**config.mk**
```make
export PLATFORM = sky130hd
export DESIGN_NAME = chacha20_stream_cipher
export DESIGN_NICKNAME = d
export VERILOG_FILES = /design/src/rtl/cc20_pkg.sv /design/src/rtl/cc20_qr_unit.sv /design/src/rtl/cc20_core.sv /design/src/rtl/chacha20_stream_cipher.sv
export SDC_FILE = /design/constraint.sdc
export NUM_CORES = 2
export LEC_CHECK = 0
export CELL_PAD_IN_SITES_DETAIL_PLACEMENT = 1
export CELL_PAD_IN_SITES_GLOBAL_PLACEMENT = 2
export CORE_MARGIN = 2
export CORE_UTILIZATION = 45
export DETAILED_ROUTE_END_ITERATION = 12
export DONT_BUFFER_PORTS = 1
export PLACE_DENSITY = 0.82
export RECOVER_POWER = 100
export SLEW_MARGIN = 20
export SYNTH_ARGS = -nofsm -noshare
export SYNTH_HDL_FRONTEND = slang
export SYNTH_SLANG_ARGS = --single-unit
```
**constraint.sdc**
```tcl
create_clock -name clock -period 48.2 [get_ports clock]
set_input_delay 4.82 -clock clock [delete_from_list [all_inputs] [get_ports clock]]
set_output_delay 4.82 -clock clock [all_outputs]
set_load 0.05 [all_outputs]
```
**src/rtl/cc20_pkg.sv**
```systemverilog
package cc20_pkg;

   // ChaCha20 block function
   localparam int DOUBLE_ROUNDS = 10;
   localparam int HALF_ROUNDS   = 2 * DOUBLE_ROUNDS;
   localparam int HALF_W        = $clog2(HALF_ROUNDS);

   localparam int BLOCK_BYTES = 64;
   localparam int POS_W       = 7;
   localparam int SEL_W       = 6;
   localparam int STATE_BITS  = 512;

   // "expand 32-byte k", word 0 in the low slot
   localparam logic [3:0][31:0] SIGMA = {
      32'h6b206574, 32'h79622d32, 32'h3320646e, 32'h61707865
   };

   // 16-word cipher state, [row][column]; word i sits at [i/4][i%4]
   typedef logic [3:0][3:0][31:0] word16_type;

   typedef enum logic [2:0] {
      CSR_KEY_PART_0   = 3'd0,
      CSR_KEY_PART_1   = 3'd1,
      CSR_KEY_PART_2   = 3'd2,
      CSR_KEY_PART_3   = 3'd3,
      CSR_NONCE_LOW    = 3'd4,
      CSR_NONCE_HIGH   = 3'd5,
      CSR_INIT_COUNTER = 3'd6
   } csr_index_type;

   typedef enum logic [1:0] {
      CORE_IDLE,
      CORE_ROUND,
      CORE_ADD
   } core_state_type;

   typedef enum logic {
      ST_IDLE,
      ST_GEN
   } top_state_type;

   typedef struct packed {
      logic             start;
      logic [SEL_W-1:0] rd_sel;
   } core_ctrl_type;

   typedef struct packed {
      logic       done;
      logic [7:0] ks_byte;
   } core_stat_type;

endpackage

```
**src/rtl/cc20_qr_unit.sv**
```systemverilog
// One quarter-round step: sum = x + y, mix = rotl(z ^ sum, r(step)).
module cc20_qr_unit (
   input  logic [31:0] op_x,
   input  logic [31:0] op_y,
   input  logic [31:0] op_z,
   input  logic [1:0]  step,
   output logic [31:0] sum,
   output logic [31:0] mix
);

   logic [31:0] t;

   always_comb begin
      sum = op_x + op_y;
      t   = op_z ^ sum;
      case (step)
         2'd0:    mix = {t[15:0], t[31:16]};
         2'd1:    mix = {t[19:0], t[31:20]};
         2'd2:    mix = {t[23:0], t[31:24]};
         default: mix = {t[24:0], t[31:25]};
      endcase
   end

endmodule

```
**src/rtl/cc20_core.sv**
```systemverilog
// Block generator: one quarter-round step per cycle on fixed taps.
// Rows rotate left one word after each quarter round, so the active column
// (or diagonal) always lines up with the taps. Add-back shifts the whole state.
module cc20_core (
   input  logic                      clock,
   input  logic                      reset,
   input  cc20_pkg::core_ctrl_type   ctrl,
   input  cc20_pkg::word16_type      init_words,
   output cc20_pkg::core_stat_type   stat
);

   cc20_pkg::core_state_type       state_ff, state_in;
   cc20_pkg::word16_type           w_ff, w_in, w_upd;
   logic [3:0]                     cnt_ff, cnt_in;
   logic [cc20_pkg::HALF_W-1:0]    half_ff, half_in;
   logic                           done_ff, done_in;
   logic                           diag;
   logic [31:0]                    tap_a, tap_b, tap_c, tap_d;
   logic [31:0]                    op_x, op_y, op_z, sum, mix;
   logic [cc20_pkg::STATE_BITS-1:0] w_flat;
   logic [31:0]                    rd_word;
   logic [3:0][7:0]                rd_bytes;

   cc20_qr_unit u_qr (
      .op_x (op_x),
      .op_y (op_y),
      .op_z (op_z),
      .step (cnt_ff[1:0]),
      .sum  (sum),
      .mix  (mix)
   );

   // taps: column round uses column 0, diagonal round uses the main diagonal
   always_comb begin
      diag  = half_ff[0];
      tap_a = w_ff[0][0];
      tap_b = diag ? w_ff[1][1] : w_ff[1][0];
      tap_c = diag ? w_ff[2][2] : w_ff[2][0];
      tap_d = diag ? w_ff[3][3] : w_ff[3][0];
      w_flat = w_ff;

      if (state_ff == cc20_pkg::CORE_ADD) begin
         op_x = w_ff[0][0];
         op_y = init_words[cnt_ff[3:2]][cnt_ff[1:0]];
         op_z = w_ff[0][0];
      end else if (!cnt_ff[0]) begin
         op_x = tap_a;
         op_y = tap_b;
         op_z = tap_d;
      end else begin
         op_x = tap_c;
         op_y = tap_d;
         op_z = tap_b;
      end
   end

   always_comb begin
      state_in = state_ff;
      cnt_in   = cnt_ff;
      half_in  = half_ff;
      done_in  = 1'b0;
      w_in     = w_ff;
      w_upd    = w_ff;

      // even steps write a and d, odd steps write c and b
      if (!cnt_ff[0]) begin
         w_upd[0][0] = sum;
         if (diag) w_upd[3][3] = mix;
         else      w_upd[3][0] = mix;
      end else begin
         if (diag) begin
            w_upd[2][2] = sum;
            w_upd[1][1] = mix;
         end else begin
            w_upd[2][0] = sum;
            w_upd[1][0] = mix;
         end
      end

      unique case (state_ff)
         cc20_pkg::CORE_IDLE: begin
            if (ctrl.start) begin
               w_in     = init_words;
               cnt_in   = '0;
               half_in  = '0;
               state_in = cc20_pkg::CORE_ROUND;
            end
         end
         cc20_pkg::CORE_ROUND: begin
            if (cnt_ff[1:0] == 2'd3) begin
               w_in[0] = {w_upd[0][0], w_upd[0][3:1]};
               w_in[1] = {w_upd[1][0], w_upd[1][3:1]};
               w_in[2] = {w_upd[2][0], w_upd[2][3:1]};
               w_in[3] = {w_upd[3][0], w_upd[3][3:1]};
            end else begin
               w_in = w_upd;
            end
            cnt_in = cnt_ff + 4'd1;
            if (cnt_ff == 4'd15) begin
               if (half_ff == cc20_pkg::HALF_W'(cc20_pkg::HALF_ROUNDS - 1)) begin
                  state_in = cc20_pkg::CORE_ADD;
               end else begin
                  half_in = half_ff + cc20_pkg::HALF_W'(1);
               end
            end
         end
         cc20_pkg::CORE_ADD: begin
            w_in   = {sum, w_flat[cc20_pkg::STATE_BITS-1:32]};
            cnt_in = cnt_ff + 4'd1;
            if (cnt_ff == 4'd15) begin
               state_in = cc20_pkg::CORE_IDLE;
               done_in  = 1'b1;
            end
         end
         default: state_in = cc20_pkg::CORE_IDLE;
      endcase
   end

   always_ff @(posedge clock) begin
      if (reset) begin
         state_ff <= cc20_pkg::CORE_IDLE;
         cnt_ff   <= '0;
         half_ff  <= '0;
         done_ff  <= 1'b0;
      end else begin
         state_ff <= state_in;
         cnt_ff   <= cnt_in;
         half_ff  <= half_in;
         done_ff  <= done_in;
      end
   end

   always_ff @(posedge clock) begin
      w_ff <= w_in;
   end

   // keystream byte, little-endian within each word
   always_comb begin
      rd_word      = w_ff[ctrl.rd_sel[5:4]][ctrl.rd_sel[3:2]];
      rd_bytes     = rd_word;
      stat.ks_byte = rd_bytes[ctrl.rd_sel[1:0]];
      stat.done    = done_ff;
   end

endmodule

```
**src/rtl/chacha20_stream_cipher.sv**
```systemverilog
// Response: rsp_valid rises in the cycle after transaction accept while the
//   keystream block still holds bytes; when a new block is generated it waits
//   on the single add/xor/rotate unit, doing one step a cycle.
// Throughput: 1 byte per cycle if rsp_ready; every 64th byte waits for a block.
// Reset (synchronous, active high): all key/nonce/counter registers cleared,
//   keystream marked empty, no response pending.
module chacha20_stream_cipher (
   input  logic        clock,
   input  logic        reset,
   // request channel
   input  logic        req_valid,
   output logic        req_ready,
   input  logic        req_type,
   input  logic [7:0]  req_data_byte,
   input  logic        req_last_in_message,
   // response channel
   output logic        rsp_valid,
   input  logic        rsp_ready,
   output logic [7:0]  rsp_out_byte,
   output logic        rsp_last_out,
   // configuration writes
   input  logic        csr_wen,
   input  logic [2:0]  csr_index,
   input  logic [63:0] csr_wdata
);

   cc20_pkg::top_state_type        state_ff, state_in;

   // configuration
   logic [63:0] key0_ff, key0_in, key1_ff, key1_in;
   logic [63:0] key2_ff, key2_in, key3_ff, key3_in;
   logic [63:0] nonce_low_ff, nonce_low_in;
   logic [31:0] nonce_high_ff, nonce_high_in;
   logic [31:0] init_ctr_ff, init_ctr_in;

   // stream state
   logic [31:0]                blk_ctr_ff, blk_ctr_in;
   logic [cc20_pkg::POS_W-1:0] pos_ff, pos_in;

   // transaction held while a block is generated
   logic       hold_type_ff, hold_type_in;
   logic [7:0] hold_data_ff, hold_data_in;
   logic       hold_last_ff, hold_last_in;

   // response register
   logic       rsp_valid_ff, rsp_valid_in;
   logic [7:0] rsp_byte_ff, rsp_byte_in;
   logic       rsp_last_ff, rsp_last_in;

   logic                     req_accept;
   logic                     cfg_hit;
   cc20_pkg::word16_type     init_words;
   cc20_pkg::core_ctrl_type  core_ctrl;
   cc20_pkg::core_stat_type  core_stat;

   cc20_core u_core (
      .clock      (clock),
      .reset      (reset),
      .ctrl       (core_ctrl),
      .init_words (init_words),
      .stat       (core_stat)
   );

   // block input: constants, key, counter, nonce
   always_comb begin
      init_words[0]    = cc20_pkg::SIGMA;
      init_words[1][0] = key0_ff[31:0];
      init_words[1][1] = key0_ff[63:32];
      init_words[1][2] = key1_ff[31:0];
      init_words[1][3] = key1_ff[63:32];
      init_words[2][0] = key2_ff[31:0];
      init_words[2][1] = key2_ff[63:32];
      init_words[2][2] = key3_ff[31:0];
      init_words[2][3] = key3_ff[63:32];
      init_words[3][0] = blk_ctr_ff;
      init_words[3][1] = nonce_low_ff[31:0];
      init_words[3][2] = nonce_low_ff[63:32];
      init_words[3][3] = nonce_high_ff;
   end

   // position 64 means the keystream buffer is empty
   assign req_ready        = (state_ff == cc20_pkg::ST_IDLE) && (!rsp_valid_ff || rsp_ready);
   assign req_accept       = req_valid && req_ready;
   assign core_ctrl.start  = req_accept && pos_ff[cc20_pkg::POS_W-1];
   assign core_ctrl.rd_sel = pos_ff[cc20_pkg::SEL_W-1:0];

   always_comb begin
      state_in      = state_ff;
      key0_in       = key0_ff;
      key1_in       = key1_ff;
      key2_in       = key2_ff;
      key3_in       = key3_ff;
      nonce_low_in  = nonce_low_ff;
      nonce_high_in = nonce_high_ff;
      init_ctr_in   = init_ctr_ff;
      blk_ctr_in    = blk_ctr_ff;
      pos_in        = pos_ff;
      hold_type_in  = hold_type_ff;
      hold_data_in  = hold_data_ff;
      hold_last_in  = hold_last_ff;
      rsp_valid_in  = rsp_valid_ff && !rsp_ready;
      rsp_byte_in   = rsp_byte_ff;
      rsp_last_in   = rsp_last_ff;
      cfg_hit       = 1'b0;

      unique case (state_ff)
         cc20_pkg::ST_IDLE: begin
            if (req_accept) begin
               if (pos_ff[cc20_pkg::POS_W-1]) begin
                  // buffer empty: park the transaction, start a block
                  hold_type_in = req_type;
                  hold_data_in = req_data_byte;
                  hold_last_in = req_last_in_message;
                  state_in     = cc20_pkg::ST_GEN;
               end else begin
                  rsp_valid_in = 1'b1;
                  rsp_byte_in  = req_type ? core_stat.ks_byte
                                          : (core_stat.ks_byte ^ req_data_byte);
                  rsp_last_in  = req_last_in_message;
                  pos_in       = pos_ff + cc20_pkg::POS_W'(1);
               end
            end
         end
         cc20_pkg::ST_GEN: begin
            // rd_sel is 0 here, so ks_byte is byte 0 of the fresh block
            if (core_stat.done) begin
               rsp_valid_in = 1'b1;
               rsp_byte_in  = hold_type_ff ? core_stat.ks_byte
                                           : (core_stat.ks_byte ^ hold_data_ff);
               rsp_last_in  = hold_last_ff;
               pos_in       = cc20_pkg::POS_W'(1);
               blk_ctr_in   = blk_ctr_ff + 32'd1;
               state_in     = cc20_pkg::ST_IDLE;
            end
         end
         default: state_in = cc20_pkg::ST_IDLE;
      endcase

      // config write: store, reload counter, drop buffered keystream
      if (csr_wen) begin
         cfg_hit = 1'b1;
         unique case (cc20_pkg::csr_index_type'(csr_index))
            cc20_pkg::CSR_KEY_PART_0:   key0_in       = csr_wdata;
            cc20_pkg::CSR_KEY_PART_1:   key1_in       = csr_wdata;
            cc20_pkg::CSR_KEY_PART_2:   key2_in       = csr_wdata;
            cc20_pkg::CSR_KEY_PART_3:   key3_in       = csr_wdata;
            cc20_pkg::CSR_NONCE_LOW:    nonce_low_in  = csr_wdata;
            cc20_pkg::CSR_NONCE_HIGH:   nonce_high_in = csr_wdata[31:0];
            cc20_pkg::CSR_INIT_COUNTER: init_ctr_in   = csr_wdata[31:0];
            default:                    cfg_hit       = 1'b0;
         endcase
         if (cfg_hit) begin
            blk_ctr_in = init_ctr_in;
            pos_in     = cc20_pkg::POS_W'(cc20_pkg::BLOCK_BYTES);
         end
      end
   end

   always_ff @(posedge clock) begin
      if (reset) begin
         state_ff      <= cc20_pkg::ST_IDLE;
         key0_ff       <= '0;
         key1_ff       <= '0;
         key2_ff       <= '0;
         key3_ff       <= '0;
         nonce_low_ff  <= '0;
         nonce_high_ff <= '0;
         init_ctr_ff   <= '0;
         blk_ctr_ff    <= '0;
         pos_ff        <= cc20_pkg::POS_W'(cc20_pkg::BLOCK_BYTES);
         rsp_valid_ff  <= 1'b0;
      end else begin
         state_ff      <= state_in;
         key0_ff       <= key0_in;
         key1_ff       <= key1_in;
         key2_ff       <= key2_in;
         key3_ff       <= key3_in;
         nonce_low_ff  <= nonce_low_in;
         nonce_high_ff <= nonce_high_in;
         init_ctr_ff   <= init_ctr_in;
         blk_ctr_ff    <= blk_ctr_in;
         pos_ff        <= pos_in;
         rsp_valid_ff  <= rsp_valid_in;
      end
   end

   always_ff @(posedge clock) begin
      hold_type_ff <= hold_type_in;
      hold_data_ff <= hold_data_in;
      hold_last_ff <= hold_last_in;
      rsp_byte_ff  <= rsp_byte_in;
      rsp_last_ff  <= rsp_last_in;
   end

   assign rsp_valid    = rsp_valid_ff;
   assign rsp_out_byte = rsp_byte_ff;
   assign rsp_last_out = rsp_last_ff;

   // no new transaction while a block is being generated
   a_gen_blocks_req: assert property (@(posedge clock) disable iff (reset)
      (state_ff == cc20_pkg::ST_GEN) |-> !req_ready)
      else $error("request accepted during block generation");

   // the core only finishes a block that was asked for
   a_done_in_gen: assert property (@(posedge clock) disable iff (reset)
      core_stat.done |-> (state_ff == cc20_pkg::ST_GEN))
      else $error("block done outside generation");

   // a finished block delivers its first byte right away
   a_done_first_byte: assert property (@(posedge clock) disable iff (reset)
      core_stat.done |=> (rsp_valid_ff && (pos_ff == cc20_pkg::POS_W'(1))))
      else $error("first keystream byte not delivered");

   // position never runs past the empty mark
   a_pos_range: assert property (@(posedge clock) disable iff (reset)
      pos_ff <= cc20_pkg::POS_W'(cc20_pkg::BLOCK_BYTES))
      else $error("keystream position out of range");

endmodule
```
==> flow_metrics.env <==
export IMPL_grt_pass1_wl_um=389000
export IMPL_portBuffers=0
export IMPL_finalCritPeriodShare_pct=43.8
export IMPL_dr_pass1_iters=8
export IMPL_multiInputGateArea_um2=29400
export IMPL_crit_required_ps=48760
export IMPL_synth_top_cell_area_share_pct=28.3
export IMPL_r2r_start="u_core.cnt_ff[1]$_SDFFE_PP0P_"
export IMPL_ys_seq_area_share_pct=43.8
export IMPL_synthAdderAreaFrac_pct=0.990
export IMPL_synth_area_leaders="edfxtp_1 28%, dfxtp_1 16%, mux4_2 11%"
export IMPL_syn_inst=6058
export IMPL_clk_pin_slew_ps=60
export IMPL_crit_type="register to register"
export IMPL_dp_hpwl_um=179000
export IMPL_grt_max_degree=426
export IMPL_nFillCells=13800
export IMPL_worstMarginPinSlew_ps=8890
export IMPL_holdCritPathClass="register to register"
export IMPL_met1_length_um=103000
export IMPL_ys_warn_count=0
export IMPL_root_buffer="clkbuf_16"
export IMPL_die_w_um=358
export IMPL_synth_simple_gate_area_share_pct=15.5
export IMPL_cp_end_kind="register"
export IMPL_wl_met3_um=42700
export IMPL_synth_top_family_by_area="compound AO/OA/AOI/OAI gates"
export IMPL_cts_setup_buffers=0
export IMPL_synth_nets=6184
export IMPL_dr_first_iter_drc_count=8034
export IMPL_drc=0
export IMPL_yosysTopAreaCell="edfxtp_1"
export IMPL_synth_area_um2=56400
export IMPL_maxSlewViolCount=1746
export IMPL_synth_compound_area_share_pct=18.4
export IMPL_insertion_delay_ps=770
export IMPL_reg2reg_slack_ps=27080
export IMPL_via_per_inst=7.10
export IMPL_fin_setup_tns_ps=0
export IMPL_overflow=0
export IMPL_ctsHoldBuffers=0
export IMPL_hold_viol=0
export IMPL_ys_types=93
export IMPL_path_max_fanout=153
export IMPL_status="finished with violations"
export IMPL_rows=129
export IMPL_crit_arrival_ps=21670
export IMPL_min_from="init_ctr_ff[10]$_SDFFE_PP0P_"
export IMPL_setup_viol=0
export IMPL_syn2layout_area_growth_pct=9.03
export IMPL_cts_made_buffers=114
export IMPL_slew_headroom_pct=-493
export IMPL_io_pins=93
export IMPL_nets=5901
export IMPL_ctsResizeCount=0
export IMPL_r2r_end="u_core.w_ff[169]$_DFFE_PP_"
export IMPL_synth_ff_type="edfxtp_1"
export IMPL_fmax_mhz=47.4
export IMPL_rr_worst_depth=9
export IMPL_drive_above_1_share_pct=11.7
export IMPL_ant_nets=0
export IMPL_whs_path_depth=2
export IMPL_htree_num_levels=3
export IMPL_synth_xor_area_share_pct=1.98
export IMPL_grtUsageTotal_pct=42.6
export IMPL_syn_area_per_cell_um2=9.31
export IMPL_wl_per_cell_um=36.9
export IMPL_startpoint_type="register"
export IMPL_initial_core_util_pct=45.5
export IMPL_cts_tree="done"
export IMPL_synthMuxAreaShare_pct=14.9
export IMPL_drt_total_wl_um=278000
export IMPL_grt_pass1_vias=51700
export IMPL_fin_skew_ps=35.3
export IMPL_synth_edf_count=531
export IMPL_whs_endpoint="init_ctr_ff[10]$_SDFFE_PP0P_"
export IMPL_gp_congestion=1.01
export IMPL_ys_seq_elements=968
export IMPL_seq_area_um2=24700
export IMPL_top_layer="met5"
export IMPL_die_h_um=358
export IMPL_rsz0062_at_grt="false"
export IMPL_ys_async_sr_fraction_pct=0
export IMPL_cap_viol_max_count=48
export IMPL_clk_path_buf_depth=3
export IMPL_die_area_um2=128000
export IMPL_layout_min_cycle_time_ps=21120
export IMPL_fp_coreArea_um2=124000
export IMPL_met2_length_um=115000
export IMPL_numClockSinks=968
export IMPL_violations="capacitance limit, slew limit"
export IMPL_grt_antenna_before_repair=19
export IMPL_vias=53400
cells in the mapped netlist, types with 43 or more instances:
library cell / number
a221oi_1: 153
a21oi_1: 753
buf_1: 47
mux2i_1: 163
nand3_1: 142
mux4_2: 283
nor2_1: 636
edfxtp_1: 531
o21ai_0: 261
and2_1: 52
dfxtp_1: 437
a211oi_1: 68
xnor2_1: 53
clkbuf_1: 447
a22oi_1: 67
inv_1: 105
nand2_1: 1169
ha_1: 43
worst max-delay path, stage by stage, from the launching register on:
cell and delay [ps]:
dfxtp_1 1670, clkbuf_1 1180, ha_1 320, clkbuf_1 2440, nand2_1 2050, clkbuf_1 2000, nand2_1 3030, clkbuf_1 6330
a221oi_1 1070, o21ai_0 510
cells in the final DEF, fill, tap and decap left out, drive strengths merged, types with 25 or more instances in the layout:
cell type  instances
o221ai            31
dfxtp            437
clkbuf           202
inv              107
nand3            142
and2              53
o21ai            282
xor2              40
a22oi             67
mux2              36
and3              34
a31oi             39
xnor2             55
a221oi           154
mux2i            163
edfxtp           531
a221o             42
nor2             636
nand2b            25
ha                43
clkinv            36
nor3              35
o211ai            33
a21oi            759
a211oi            69
o22ai             30
nand2           1169
buf              101
mux4             283
worst max-delay path by stage:
| stage | start | to | slack, ps | cells past startpoint |
|---|---|---|---|---|
| after global routing | u_core.cnt_ff[1]$_SDFFE_PP0P_ | u_core.w_ff[169]$_DFFE_PP_ | 27480 | 9 |
| after detailed placement | rsp_ready | req_ready | 37810 | 2 |
| after CTS | rsp_ready | req_ready | 37810 | 2 |
| final | u_core.cnt_ff[1]$_SDFFE_PP0P_ | u_core.w_ff[169]$_DFFE_PP_ | 27080 | 9 |
| after floorplan | rsp_ready | u_core.w_ff[100]$_DFFE_PP_ | 21450 | 6 |
| after global placement | rsp_ready | req_ready | 37810 | 2 |
cell families after synthesis:
kind of cell               after synthesis
xor gates and xnor gates               107
DFF                                    968
and+or+nand+nor                       2154
AOI/OAI and AO/OA                     1660
buffers and inverters                  643
adders and majority gates               44
muxes                                  482
per-layer routing:
| layer | up-vias | GRT usage [%] |
|---|---|---|
| met4 | 10 | 21.6 |
| met5 | - | 0 |
| li1 | 21600 | - |
| met3 | 809 | 17.8 |
| met1 | 27000 | 54.9 |
| met2 | 3889 | 61.0 |
per-stage QoR:
stage / cell area (um2) / worst slack (ps) / hold WS [ps] / util (%) / instances
CTS: 61700 / 37810 / 453 / 49.8 / 7510
finish: 61500 / 27080 / 453 / 49.6 / 7524
floorplan: 56400 / 21450 / 436 / - / 6058
global route: 61500 / 27480 / 470 / 49.6 / 7511
detailed placement: 57800 / 37810 / 446 / 46.7 / 7295
global placement: 57800 / 37810 / 436 / 46.6 / 7294
registers in the layout (all words and copies together) (netlist names), 2 cells and up:
| signal | flops |
|---|---|
| u_core.w_ff | 480 |
| key0_ff | 64 |
| key1_ff | 64 |
| key2_ff | 64 |
| key3_ff | 64 |
| nonce_low_ff | 64 |
| blk_ctr_ff | 32 |
| init_ctr_ff | 32 |
| nonce_high_ff | 32 |
| u_core.tap_a | 32 |
| hold_data_ff | 8 |
| rsp_out_byte | 8 |
| pos_ff | 7 |
| u_core.half_ff | 5 |
| u_core.cnt_ff | 4 |
| u_core.state_ff | 2 |
area by class of cell:
class,instances,share of cell area [%]
inverter,109,0.680
clock inverter,47,0.783
clock buffer,168,5.53
antenna,13,0.0529
tap,1637,3.33
multi-input combinational,4447,47.8
sequential,968,40.2
timing repair buffer,135,1.59
Power is not shown: default switching activity piles up to over one toggle a cycle in this logic, so the estimate is an artifact.
